File: config.mk
export PLATFORM = sky130hd
export DESIGN_NAME = mbrc_csr
export DESIGN_NICKNAME = d
export VERILOG_FILES = /design/src/rtl/mbrc_pkg.sv /design/src/rtl/mbrc_csr.sv
export SDC_FILE = /design/constraint.sdc
export NUM_CORES = 1
export LEC_CHECK = 0
export BUFFER_PORTS_ARGS = -buffer_cell sky130_fd_sc_hd__buf_2
export CORE_MARGIN = 5
export CORE_UTILIZATION = 40
export CTS_CLUSTER_SIZE = 24
export DETAILED_ROUTE_END_ITERATION = 16
export PLACE_DENSITY = 0.79
export SETUP_SLACK_MARGIN = 0.05
export SYNTH_ARGS = -nofsm -noshare
export SYNTH_HDL_FRONTEND = slang
export SYNTH_SLANG_ARGS = --single-unit
File: constraint.sdc
create_clock -name clock -period 1 [get_ports clock]
set_input_delay 0.05 -clock clock [delete_from_list [all_inputs] [get_ports clock]]
set_output_delay 0.05 -clock clock [all_outputs]
set_load 0.01 [all_outputs]
File: src/rtl/mbrc_pkg.sv
`default_nettype none

package mbrc_pkg;

   // maximum frame size in bytes
   localparam int FRAME_BYTES = 256;
   // frame position counters hold up to FRAME_BYTES
   localparam int LEN_W = 9;

   localparam logic [15:0] CRC_POLY   = 16'hA001;
   localparam logic [15:0] CRC_INIT   = 16'hFFFF;
   localparam logic [7:0]  FC_MEI     = 8'h2B;
   localparam logic [LEN_W-1:0] POS_MAX = {LEN_W{1'b1}};
   localparam logic [15:0] TICKS_MAX  = 16'hFFFF;

   localparam logic [7:0]  UNIT_ADDRESS_RESET  = 8'd1;
   localparam logic [15:0] TIMEOUT_TICKS_RESET = 16'd1000;

   typedef enum logic [1:0] {
      CMD_START = 2'd0,
      CMD_BYTE  = 2'd1,
      CMD_TICK  = 2'd2,
      CMD_NONE  = 2'd3
   } cmd_type;

   typedef enum logic [2:0] {
      ST_OK        = 3'd0,
      ST_ADDRESS   = 3'd1,
      ST_FUNCTION  = 3'd2,
      ST_EXCEPTION = 3'd3,
      ST_TIMEOUT   = 3'd4,
      ST_CRC       = 3'd5,
      ST_OVERRUN   = 3'd6
   } status_type;

   // register index taken from paddr[2]
   typedef enum logic {
      REG_UNIT_ADDRESS  = 1'b0,
      REG_TIMEOUT_TICKS = 1'b1
   } reg_index_type;

   typedef struct packed {
      logic [7:0]  unit_address;
      logic [15:0] timeout_ticks;
   } cfg_type;

   // reflected crc-16, one byte, lsb first
   function automatic logic [15:0] crc_feed(input logic [15:0] crc, input logic [7:0] data);
      logic [15:0] c;
      c = crc ^ {8'h00, data};
      for (int k = 0; k < 8; k++) begin
         c = c[0] ? ((c >> 1) ^ CRC_POLY) : (c >> 1);
      end
      return c;
   endfunction

endpackage

`default_nettype wire

File: src/rtl/mbrc_csr.sv
`default_nettype none

module mbrc_csr (
   input  wire logic             clock,
   input  wire logic             reset,
   input  wire logic             psel,
   input  wire logic             penable,
   input  wire logic             pwrite,
   input  wire logic [2:0]       paddr,
   input  wire logic [31:0]      pwdata,
   output logic      [31:0]      prdata,
   output logic                  pready,
   output mbrc_pkg::cfg_type     cfg
);
   import mbrc_pkg::*;

   cfg_type       cfg_ff;
   cfg_type       cfg_in;
   reg_index_type reg_sel;
   logic          write_en;

   assign reg_sel  = reg_index_type'(paddr[2]);
   assign write_en = psel && penable && pwrite;
   assign pready   = 1'b1;
   assign cfg      = cfg_ff;

   always_comb begin
      cfg_in = cfg_ff;
      if (write_en) begin
         unique case (reg_sel)
            REG_UNIT_ADDRESS:  cfg_in.unit_address  = pwdata[7:0];
            REG_TIMEOUT_TICKS: cfg_in.timeout_ticks = pwdata[15:0];
            default:           cfg_in = cfg_ff;
         endcase
      end
   end

   always_comb begin
      unique case (reg_sel)
         REG_UNIT_ADDRESS:  prdata = {24'h000000, cfg_ff.unit_address};
         REG_TIMEOUT_TICKS: prdata = {16'h0000, cfg_ff.timeout_ticks};
         default:           prdata = 32'h00000000;
      endcase
   end

   always_ff @(posedge clock) begin
      if (reset) begin
         cfg_ff.unit_address  <= UNIT_ADDRESS_RESET;
         cfg_ff.timeout_ticks <= TIMEOUT_TICKS_RESET;
      end else begin
         cfg_ff <= cfg_in;
      end
   end

endmodule

`default_nettype wire

==> summary.txt <==
Pwr
  • VDD IR max: 506 uV
  • Leakage: 0.989 nW
  • Pwr per Cell Area: 871 mW/mm2

Cells and area
  • Layout cells sized above 1: 52.9%
  • Fin util: 63.8%
  • Max reg flops: 24
  • Filler instances: 279
  • Fin cells: 271
  • NumNets Final: 267
  • Final Cell Area: 0.00211 mm2
  • Sequential cell area: 509 um2
  • # diodes: 0
  • Area delta synth->final: 56.5%
  • Area taken by multi-input logic gates: 754 um2

STA
  • Final Critical Period: 1.10 ns
  • Final Slew Violations: 0
  • RSZ-0062 raised after global routing: true
  • Final Hold Vio Count: 0
  • Achievable Freq: 0.908 GHz
  • Final WS setup: -0.102 ns
  • Slew Limit Headroom: 60.9%
  • Worst clock skew: 0 ns
  • Slew @ Worst Pin: 0.587 ns
  • Setup violations, final: 9
  • Tcrit/Tclk final: 110%

Worst setup path
  • Crit path max-delay cell type: dfxtp_2
  • Worst EP required: 0.95 ns
  • Crit Path Class: flip-flop to output port
  • CP max stage delay: 0.36 ns
  • Critical Path AT: 1.05 ns
  • Peak fanout along the critical path: 2
  • Crit path launch type: flip-flop
  • Reg-to-reg critical path startpoint: cfg[1]
  • Cell Chain, Critical Path: mux2_4, buf_6
  • CP startpoint: cfg[21]
  • Crit path capture type: output port

Floorplan
  • Core Area: 0.00331 mm2
  • Die footprint: 0.00463 mm2
  • Die width: 68.1 um
  • Number of core rows: 21
  • Starting Density: 40.7%
  • Die Ht: 68.1 um
  • Io pins: 97

CTS
  • Clock transition at the registers of the reported paths: 0.12 ns
  • Number of H-tree branching levels: 1
  • CTS max path bufs: 2
  • Worst skew pair latency: 0.30 ns
  • Root Buffer: clkbuf_4
  • CTS Buf Count: 3
  • # clock sinks: 24
  • CTS tree: done

Synth
  • Synth Area in Simple Gates: 24.2%
  • Synth cell types: 16
  • XOR/XNOR Fraction of Synth Area: 0%
  • Sequential area share after synthesis: 35.6%
  • Cell count after synthesis: 141
  • Synth area leaders: dfxtp_1 (36%), mux2i_1 (18%), nand2b_1 (14%)
  • Largest family of logic cells by synthesized area: multiplexers
  • Mapped Avg Cell Area: 9.57 um2
  • Mux share of post-synthesis cell area: 24.5%
  • Largest area contributor in the netlist: dfxtp_1
  • Yosys reg bits: 24
  • Compound-cell area share of the yosys netlist: 0%
  • Synth Warn #: 0
  • Post-synth top area share: 35.6%
  • Adder-Cell Fraction of Synth Area: 0%
  • Cell area after synthesis: 0.00135 mm2

Min path
  • HP Start: pwdata[0]
  • HP Class: input pin to flip-flop

Routing
  • Vias: 1179
  • DRC Markers: 0
  • DRT Wirelength: 3480 um
  • Routed Antenna Nets: 0
  • Iter 0 DRT Violations: 26
  • DR pass1 iterations: 3
  • Routed wire per std cell: 12.8 um
  • Vias per cell: 4.35

Global route
  • Grt ovf: 0
  • Largest net degree at the start of global routing: 46
  • Vias in the first global route: 1167
  • First-pass GRT wire length: 5120 um
  • Initial antenna violation count: 0
  • Gr usage total: 14.4%

Placed design
  • Post-detail-place hpwl: 2040 um
  • Placed cell count: 240
  • Port-buffer cells: 61
  • Area after DPL: 0.00159 mm2
  • GPL Wtd Cong: 0.681

Job
  • MaxCap Viol Count: 0

Run status
  • Status: complete, but fails checks
  • Violated checks: setup timing
cell usage in the layout, fill, tap and decap left out, types with 5 or more instances in the layout:
master / Yosys / routed
mux2i_1: 24 / 24
mux2_4: 0 / 7
and2_1: 8 / 5
dlygate4sd3_1: 0 / 12
dfxtp_2: 0 / 23
nand2b_1: 31 / 31
buf_6: 1 / 35
buf_2: 3 / 37
nor2_1: 14 / 14
conb_1: 2 / 17
buf_4: 17 / 9
cells by family after synthesis:
group,Yosys count
and+or+nand+nor,56
muxes,32
buffers and inverters,27
DFF,24
other,2
worst max-delay path: cells and delay by family, from the launching register on:
kind | cells | cell delay, ns
buf+inv | 1 | 0.12
flops | 1 | 0.36
mux | 1 | 0.27
synthesized netlist by cell type:
library cell  count
buf_8             1
buf_12            1
buf_6             1
and2_1            8
mux2_2            8
nand4b_1          1
buf_4            17
and4_4            1
buf_2             3
dfxtp_1          24
nor2_1           14
mux2i_1          24
nand2b_1         31
and4b_1           1
clkbuf_1          4
conb_1            2
layer usage:
layer | part of all wire (%) | track usage, %
met5 | 0 | 0
met4 | 0.89 | 3.72
met3 | 6.3 | 2.96
met2 | 53 | 28.6
met1 | 40 | 15.1
repair_timing:
action	4_1_cts	5_1_grt
setup endpoints to repair	16	26
endpoints found under the hold margin	12	0
hold buffers	12	0
buffers inserted	10	6
gates resized for setup	42	26
pin swaps	0	1
power breakdown:
group | switching (mW) | leakage (nW) | internal (mW)
Sequential | 0.0145 | 0.200 | 0.980
Clock | 0.279 | 0.0138 | 0.141
Combinational | 0.184 | 0.776 | 0.240
per-stage QoR:
stage	hold slack, ns	total power, mW	setup WS, ns	setup TNS, ns
after floorplan	0.205	1.25	0.154	0
final	0.00423	1.84	-0.102	-0.770
after global placement	0.308	1.30	0.0743	0
after detailed placement	0.323	1.31	0.0495	0
after CTS	0.000248	1.82	-0.103	-0.735
after global routing	0.0179	1.94	-0.146	-1.20
worst paths after layout:
kind,depth (start not counted),slack (ns),to
max,2,-0.10,prdata[5]
min,3,0.004,cfg[0]
max reg2reg,4,0.19,cfg[1]
min reg2reg,2,0.48,cfg[15]
cell type report:
cell class | instances | share of cell area, %
multi-input cells | 105 | 35.7
repair buffers | 93 | 36.3
flip-flops and latches | 24 | 24.1
well taps | 46 | 2.73
clock buffers | 3 | 1.07
No activity file was read; power rests on OpenSTA's default activity.
